===== src/rrd_pkg.sv =====
// ----------------------------------------------------------------------------
// rrd_pkg
// Shared constants, codes and types of the four-queue round-robin drain unit.
// ----------------------------------------------------------------------------
package rrd_pkg;

	localparam int QUEUE_DEPTH = 256;
	localparam int TAG_WIDTH   = 32;
	localparam int NUM_QUEUES  = 4;

	localparam int QSEL_W  = $clog2(NUM_QUEUES);
	localparam int PTR_W   = (QUEUE_DEPTH > 1) ? $clog2(QUEUE_DEPTH) : 1;
	localparam int CNT_W   = $clog2(QUEUE_DEPTH + 1);
	localparam int ADDR_W  = QSEL_W + PTR_W;
	localparam int MEM_DEPTH = NUM_QUEUES << PTR_W;

	localparam logic CMD_PUSH = 1'b0;
	localparam logic CMD_PULL = 1'b1;

	typedef enum logic [1:0] {
		ST_DELIVERED    = 2'd0,
		ST_PUSHED       = 2'd1,
		ST_DROPPED      = 2'd2,
		ST_NONE_WAITING = 2'd3
	} status_t;

	typedef logic [QSEL_W-1:0]    qsel_t;
	typedef logic [PTR_W-1:0]     ptr_t;
	typedef logic [CNT_W-1:0]     cnt_t;
	typedef logic [ADDR_W-1:0]    addr_t;
	typedef logic [TAG_WIDTH-1:0] tag_t;

	// access request from the queue control to the tag memory
	typedef struct packed {
		logic  wr_en;
		addr_t wr_addr;
		logic  rd_en;
		addr_t rd_addr;
	} mem_req_t;

	// wrap a queue index modulo the queue depth
	function automatic ptr_t ptr_inc(input ptr_t p);
		ptr_t r;
		if (p == PTR_W'(QUEUE_DEPTH - 1)) begin
			r = '0;
		end else begin
			r = p + 1'b1;
		end
		return r;
	endfunction

endpackage


===== src/rrd_ctrl.sv =====
// ----------------------------------------------------------------------------
// rrd_ctrl
// Queue pointers, fill counts and the round-robin pick; registers the status
// side of each result.
// ----------------------------------------------------------------------------
module rrd_ctrl (
	input  logic               clk,
	input  logic               arst_n,
	input  logic               accept,
	input  logic               cmd,
	input  rrd_pkg::qsel_t     queue_sel,
	output rrd_pkg::mem_req_t  mem_req,
	output rrd_pkg::status_t   status,
	output rrd_pkg::qsel_t     from_queue,
	output logic               all_empty
);
	import rrd_pkg::*;

	ptr_t    head_q [NUM_QUEUES];
	ptr_t    tail_q [NUM_QUEUES];
	cnt_t    count_q [NUM_QUEUES];
	qsel_t   next_q;
	status_t status_q;
	qsel_t   from_q;
	logic    empty_q;

	cnt_t    count_nxt [NUM_QUEUES];
	logic    found;
	qsel_t   pick;
	qsel_t   scan;
	logic    full;
	logic    do_push;
	logic    do_pull;
	logic    empty_nxt;
	qsel_t   next_nxt;
	status_t status_nxt;
	qsel_t   from_nxt;

	// first non-empty queue from the round-robin start
	always_comb begin
		found = 1'b0;
		pick  = '0;
		scan  = '0;
		for (int k = 0; k < NUM_QUEUES; k++) begin
			scan = next_q + QSEL_W'(k);
			if (!found && count_q[scan] != '0) begin
				found = 1'b1;
				pick  = scan;
			end
		end
	end

	assign full    = (count_q[queue_sel] >= CNT_W'(QUEUE_DEPTH));
	assign do_push = accept && (cmd == CMD_PUSH) && !full;
	assign do_pull = accept && (cmd == CMD_PULL) && found;

	always_comb begin
		empty_nxt = 1'b1;
		for (int i = 0; i < NUM_QUEUES; i++) begin
			count_nxt[i] = count_q[i];
			if (do_push && queue_sel == QSEL_W'(i)) begin
				count_nxt[i] = count_q[i] + 1'b1;
			end
			if (do_pull && pick == QSEL_W'(i)) begin
				count_nxt[i] = count_q[i] - 1'b1;
			end
			if (count_nxt[i] != '0) begin
				empty_nxt = 1'b0;
			end
		end
	end

	always_comb begin
		next_nxt = next_q;
		if (do_pull) begin
			next_nxt = pick + 1'b1;
		end
		if (empty_nxt) begin
			next_nxt = '0;
		end
	end

	always_comb begin
		if (cmd == CMD_PUSH) begin
			status_nxt = full ? ST_DROPPED : ST_PUSHED;
			from_nxt   = queue_sel;
		end else begin
			status_nxt = found ? ST_DELIVERED : ST_NONE_WAITING;
			from_nxt   = found ? pick : '0;
		end
	end

	always_comb begin
		mem_req.wr_en   = do_push;
		mem_req.wr_addr = {queue_sel, tail_q[queue_sel]};
		mem_req.rd_en   = do_pull;
		mem_req.rd_addr = {pick, head_q[pick]};
	end

	always_ff @(posedge clk or negedge arst_n) begin
		if (!arst_n) begin
			for (int i = 0; i < NUM_QUEUES; i++) begin
				head_q[i]  <= '0;
				tail_q[i]  <= '0;
				count_q[i] <= '0;
			end
			next_q   <= '0;
			status_q <= ST_NONE_WAITING;
			from_q   <= '0;
			empty_q  <= 1'b1;
		end else if (accept) begin
			for (int i = 0; i < NUM_QUEUES; i++) begin
				count_q[i] <= count_nxt[i];
			end
			if (do_push) begin
				tail_q[queue_sel] <= ptr_inc(tail_q[queue_sel]);
			end
			if (do_pull) begin
				head_q[pick] <= ptr_inc(head_q[pick]);
			end
			next_q   <= next_nxt;
			status_q <= status_nxt;
			from_q   <= from_nxt;
			empty_q  <= empty_nxt;
		end
	end

	assign status     = status_q;
	assign from_queue = from_q;
	assign all_empty  = empty_q;

endmodule


===== config.mk =====
export PLATFORM = sky130hd
export DESIGN_NAME = rrd_ctrl
export DESIGN_NICKNAME = d
export VERILOG_FILES = /design/src/rrd_pkg.sv /design/src/rrd_ctrl.sv
export SDC_FILE = /design/constraint.sdc
export NUM_CORES = 1
export LEC_CHECK = 0
export ABC_AREA = 1
export BUFFER_PORTS_ARGS = -buffer_cell sky130_fd_sc_hd__buf_2
export CAP_MARGIN = 40
export CORE_ASPECT_RATIO = 0.8
export CORE_MARGIN = 4
export CORE_UTILIZATION = 55
export CTS_BUF_LIST = sky130_fd_sc_hd__clkbuf_8 sky130_fd_sc_hd__clkbuf_16
export CTS_CLUSTER_SIZE = 28
export DETAILED_ROUTE_END_ITERATION = 12
export GPL_TIMING_DRIVEN = 0
export PLACE_DENSITY = 0.72
export SYNTH_ARGS = -nofsm -noshare
export SYNTH_HDL_FRONTEND = slang
export SYNTH_SLANG_ARGS = --single-unit

===== constraint.sdc =====
create_clock -name clk -period 4.33 [get_ports clk]
set_input_delay 0.6495 -clock clk [delete_from_list [all_inputs] [get_ports clk]]
set_output_delay 0.6495 -clock clk [all_outputs]
set_load 0.005 [all_outputs]

Word level (Yosys, flattened, before mapping)
Index checks and enable logic that the tools add are counted.
{"block": "word_totals", "elab_cells": 149, "input_bits": 6, "output_inout_bits": 27, "reg_bits": 107}
{"block": "op_classes", "n_mux": 60, "bitwise": 7, "eq_ne": 8, "n_lt_le_gt_ge": 9, "n_reduce_logical": 35, "n_addsub": 14}
{"cell": "9-bit two-way mux", "n": 18}
{"cell": "8-bit two-way mux", "n": 12}
{"cell": "9-bit binary-select mux with 2-bit select", "n": 5}
{"cell": "9-bit nonzero test", "n": 8}
{"cell": "32-bit bitwise mux", "n": 2}
{"cell": "9-bit by 1-bit adder with 9-bit output, second input constant", "n": 4}
{"cell": "9-bit by 1-bit subtractor with 9-bit output, second input constant", "n": 4}
{"cell": "8-bit binary-select mux with 2-bit select", "n": 2}
{"cell": "8-bit demux with 2-bit select", "n": 2}
{"cell": "2-bit two-way mux", "n": 11}
{"cell": "3-bit greater-or-equal comparator, second input constant", "n": 6}
{"cell": "2-bit NOT with 3-bit output", "n": 6}
{"cell": "1-bit logical AND", "n": 17}
{"cell": "8-bit by 1-bit adder with 8-bit output, second input constant", "n": 2}
{"cell": "8-bit == test, second input constant", "n": 2}
{"cell": "9-bit greater-or-equal comparator, second input constant", "n": 1}
{"cell": "2-bit == test, second input constant", "n": 4}
{"cell": "1-bit two-way mux", "n": 8}
{"cell": "3-bit by 1-bit < comparator with 1-bit output, second input constant", "n": 2}
{"cell": "2-bit AND reduction", "n": 3}
{"cell": "2-bit by 1-bit adder with 2-bit output, second input constant", "n": 2}
{"cell": "2-bit adder, second input constant", "n": 2}
{"cell": "2-bit by 1-bit == test with 1-bit output, second input constant", "n": 2}
{"cell": "1-bit zero test", "n": 4}
{"cell": "other kinds (3)", "n": 4}

Depth between registers and ports, before layout
{"block": "depth", "word_depth": 25, "mapped_depth": 27}

Least setup slack after synthesis
No wires, ideal clock.
{"block": "synth_path", "kind": "flip-flop to flip-flop", "startpoint": "reg count_q[31] (netlist bit)", "endpoint": "reg next_q[0]", "t_arrival_ns": 3.111, "setup_ns": 0.118, "setup_slack_ns": 1.101, "period_less_slack_ns": 3.229, "required_ns": 4.212, "path_stages_with_launch": 24, "cell_sequence": "dfrtp_1 -> buf_2 -> nor2_1 -> nand2_1 -> o21ai_1 -> nand3_1 -> nand2_2 -> nand4_4 -> nand2_2 -> nand2_2 -> nand2_2 -> buf_4 -> ha_1 -> clkbuf_1 -> nand3_1 -> buf_2 -> o21ai_0 -> nand2_1 -> nor2_1 -> nand3_1 -> nor2_1 -> nand4_1 -> nand3_1 -> nand2_1"}
{"block": "synth_via", "elab_chain_len": 24, "word_cells_on_any_way": 72, "cone_classes": "3 x add/sub; 1 x order compare; 3 x eq/ne; 37 x mux; 28 x reduce/logical"}
{"item": "start, declared", "line_no": "rrd_ctrl.sv:21", "text": "cnt_t count_q [NUM_QUEUES];"}
{"item": "start signal, assigned by index", "line_no": "rrd_ctrl.sv:113", "text": "count_q[i] <= count_nxt[i];"}
{"item": "9-bit binary-select mux with 2-bit select", "line_no": "rrd_ctrl.sv:46", "text": "if (!found && count_q[scan] != '0) begin"}
{"item": "9-bit two-way mux (implied by the code) (2 in a row)", "line_no": "rrd_ctrl.sv:46"}
{"item": "9-bit nonzero test", "line_no": "rrd_ctrl.sv:46"}
{"item": "1-bit two-way mux", "line_no": "rrd_ctrl.sv:46"}
{"item": "1-bit zero test", "line_no": "rrd_ctrl.sv:46"}
{"item": "1-bit logical AND", "line_no": "rrd_ctrl.sv:46"}
{"item": "1-bit two-way mux", "line_no": "rrd_ctrl.sv:46"}
{"item": "1-bit zero test", "line_no": "rrd_ctrl.sv:46"}
{"item": "[4 not listed]"}
{"item": "2-bit two-way mux / 1-bit two-way mux (equally long branches)", "line_no": "rrd_ctrl.sv:46"}
{"item": "2-bit zero test / 1-bit logical AND (equally long branches)", "line_no": "rrd_ctrl.sv:64, rrd_ctrl.sv:55"}
{"item": "1-bit logical AND", "line_no": "rrd_ctrl.sv:64", "text": "if (do_pull && pick == QSEL_W'(i)) begin"}
{"item": "9-bit two-way mux", "line_no": "rrd_ctrl.sv:64"}
{"item": "9-bit nonzero test", "line_no": "rrd_ctrl.sv:67", "text": "if (count_nxt[i] != '0) begin"}
{"item": "1-bit two-way mux (4 in a row)", "line_no": "rrd_ctrl.sv:67"}
{"item": "2-bit nonzero test (no line)"}
{"item": "2-bit AND reduction (no line)"}
{"item": "end signal, assigned", "line_no": "rrd_ctrl.sv:121", "text": "next_q <= next_nxt;"}
{"item": "end, declared", "line_no": "rrd_ctrl.sv:22", "text": "qsel_t next_q;"}
Several ways; a longest one is shown, not always the timed one. The select of a mux whose other input is x is not followed.
A chain may end at the register's enable or synchronous reset.

Final worst setup path
{"block": "layout_path", "startpoint": "reg next_q[0]", "endpoint": "reg next_q[0]"}
{"block": "layout_via", "elab_chain_len": 25, "word_cells_on_any_way": 63, "cone_classes": "4 x add/sub; 3 x eq/ne; 30 x mux; 4 x bitwise; 22 x reduce/logical"}
{"item": "branches (longest 25 deep; another with 2-bit by 1-bit adder with 2-bit output)"}
Parallel ways; which one is timed is not known. The select of a mux whose other input is x is not followed.

==> impl_metrics.toml <==
[status]
status = "finished, final reports clean"

[die]
start_util_pct = 56.7
dieHeight_um = 112
core-area_mm2 = 0.0130
rows = 37
die_w_um = 137
io_pins = 33
die_area_mm2 = 0.0153

[power_and_ir_drop]
seqPwrFrac_pct = 32.6
powerDensity_mw_per_mm2 = 616
intPower_w = 0.00268
swShare_pct = 46.6
power_frac_clock_pct = 16.3
p_comb_share_pct = 51.1
switchingPower_w = 0.00233
fin_total_pwr_w = 0.00501
total_leakage_power_nw = 4.33
ir_drop_v = 0.000377

[synthesis]
syn-mean-instance-area_um2 = 6.94
netlist.area_leader.share_pct = 35.3
ys_async_sr_fraction_pct = 100
yosysWarnings = 0
synth_area_mm2 = 0.00737
syn_nets = 1082
ys_seq_elements = 107
synth_edf_count = 0
yosys.area.top_type = "dfrtp_1"
synth_seq_area_share_pct = 36.4
synthCells = 1062
netlist_top_cells_area = "dfrtp_1 35%, nand2_1 16%, inv_1 7.0%, xor2_1 5.3%, o21ai_0 5.2%"
synthFlopType = "dfrtp_1"
synthTopCellsByCount = "324 x nand2_1, 138 x inv_1, 104 x dfrtp_1"
yosysUniqueCellTypes = 41
yosysMostFrequentCell = "nand2_1"

[setup_path]
crit_buf_inv = 5
critPathRequiredTime_ps = 4580
path_class = "flop to flop"
slowest_delay_ps = 460
path_delay_family = "simple AND/OR/NAND/NOR gates"
crit_arrival_ps = 4270
rr_startpoint = "next_q[0]"
endpoint_kind = "flop"
cp_max_fo = 11
ff2ff_path_depth = 24
critPathLaunch = "next_q[0]"
timing.reg2reg.setup_slack_ps = 310
reg2reg_to = "next_q[0]"
start_kind = "flop"
cp_slowest_cell = "dfrtp_1"
crit_chain = "buf_2 -> nand2_1 -> nand2_1 -> nand2_1 -> nor2_1 -> nand3_1 -> nand2_2 -> nand3_1 -> nand3_2 -> nand2_2 -> buf_4 -> inv_2 -> ha_1 -> clkbuf_4 -> nand3_2 -> buf_4 -> o21ai_0 -> nand2_1 -> nor2_1 -> nand3_1 -> nor2_2 -> nand4_1 -> nand3_1 -> nand2_1"
crit_top_cell = "nand2_1"

[place]
port_buffers = 32
hpwl_um = 14200
dp_slack_ps = 51.7
gp_congestion = 0.946

[timing]
relSlewSlack_pct = 55.8
whs_ps = 288
final-setup-viol-count = 0
worstMarginPinSlew_ps = 664
finalMaxSlewViolations = 0
grt_setup_unrepaired = "false"
setup_tns_ps = 0
setup_slack_ps = 312
period_needed_ps = 4020
fmax_ghz = 0.249
clock_skew_ps = 13.1
fin_crit_sh_pct = 92.8
hold_violations = 0

[final_layout]
fin_nets = 1126
fillerInstances = 1180
drive_gt1_share_pct = 11.5
area_delta_synth_final_pct = 10.3
diodes = 0

[job]
maxCapViolations = 0

[cts]
htreeDepth = 3
clkTransAtPathRegs_ps = 80
cts_setup_buffers = 0
clockRootBuffer = "clkbuf_16"
cts_hold_buffers = 0
cts_tree = "yes"
ctsLongestPathBuffers = 2
cts_resized = 0
cts_sinks = 107
clock_latency_ps = 360
cts_buffers = 9

[route]
routed-via-count = 7066
drt_iter0_markers = 672
routedWlPerCell_um = 15.1
first_pass_iters = 5
antenna_left = 0
drc = 0
vias_per_cell = 5.49
routed_wl_um = 19400

[grt]
first_global_vias = 6430
grt_max_degree = 63
grt_antenna_before_repair = 0
overflow = 0
grt_use_total_pct = 26.2
grt_pass1_wl_um = 32400

[worst_hold_path]
hold_path_class = "primary input to async pin"
[metal layers]
layer	vias to the layer above	track usage, %	part of all wire, %
met3	23	4.47	8.1
li1	3489	-	-
met1	3283	40.5	48
met2	271	37.9	43
met5	-	0	0
met4	0	6.85	1.7
[metrics by stage]
stage | util (%) | cell area (µm²) | cells
detailed placement | 59.9 | 7790 | 1272
global route | 62.5 | 8130 | 1286
global placement | 59.6 | 7750 | 1269
floorplan | - | 7370 | 1062
CTS | 62.1 | 8080 | 1288
finish | 62.5 | 8130 | 1286
[flip-flops by register name, summed over array words and instances (netlist names)]
signal      flops
all_empty       1
count_q        36
from_queue      2
head_q         32
next_q          2
status          2
tail_q         32
[placed cells by master, fill, tap and decap left out, types with 10 or more instances in the layout]
master,Yosys,layout
buf_2,11,39
nor3_1,11,11
ha_1,14,12
a22oi_1,14,14
nand2_2,13,14
nand2_1,324,323
nand3_1,68,67
inv_1,138,139
nor2_1,73,68
o21ai_0,77,76
buf_4,7,11
o21ai_1,10,10
xor2_1,45,45
dfrtp_1,104,104
clkbuf_1,23,21
nand4_1,57,57
[power by group through the flow]
stage / logic [W] / registers [W] / clock network [W]
detailed placement: 0.00249 / 0.00164 / 0
global placement: 0.00245 / 0.00163 / 0
floorplan: 0.00193 / 0.00157 / 0
finish: 0.00256 / 0.00163 / 0.000815
CTS: 0.00251 / 0.00162 / 0.000829
global route: 0.00292 / 0.00169 / 0.000880
[cell families (layout without fill, tap and decap cells)]
| group | Yosys count | in the layout | share of synthesized area (%) |
|---|---|---|---|
| adders and majority gates | 14 | 14 | 2.38 |
| DFF | 107 | 107 | 36.4 |
| and+or+nand+nor | 577 | 577 | 35.4 |
| xor gates and xnor gates | 50 | 50 | 5.94 |
| AOI/OAI and AO/OA | 119 | 119 | 9.23 |
| buffers and inverters | 195 | 244 | 10.7 |
[worst max-delay path by stage]
stage                endpoint  cells past startpoint
floorplan           next_q[0]                     23
detailed placement  next_q[0]                     23
global route        next_q[1]                     25
global placement    next_q[0]                     23
CTS                 next_q[0]                     23
finish              next_q[0]                     24
[worst register-to-register path, stage by stage (launching register included)]
cell and delay (ps):
dfrtp_1 460, buf_2 280, nand2_1 90, nand2_1 70, nand2_1 60, nor2_1 100
nand3_1 130, nand2_2 160, nand3_1 130, nand3_2 200, nand2_2 100, buf_4 200
inv_2 120, ha_1 170, clkbuf_4 210, nand3_2 160, buf_4 220, o21ai_0 220
nand2_1 80, nor2_1 150, nand3_1 130, nor2_2 180, nand4_1 170, nand3_1 110
nand2_1 50
[area by class of cell]
type | count | area, µm² | area share (%)
plain buffers | 45 | 234 | 2.88
clock buffers | 10 | 239 | 2.94
clock inverters | 6 | 50.0 | 0.616
inverters | 148 | 556 | 6.83
multi-input cells | 760 | 3940 | 48.5
flip-flops and latches | 107 | 2680 | 33.0
well taps | 175 | 219 | 2.69
repair buffers | 35 | 205 | 2.52
Note: power is estimated with default switching activity, not from simulation.
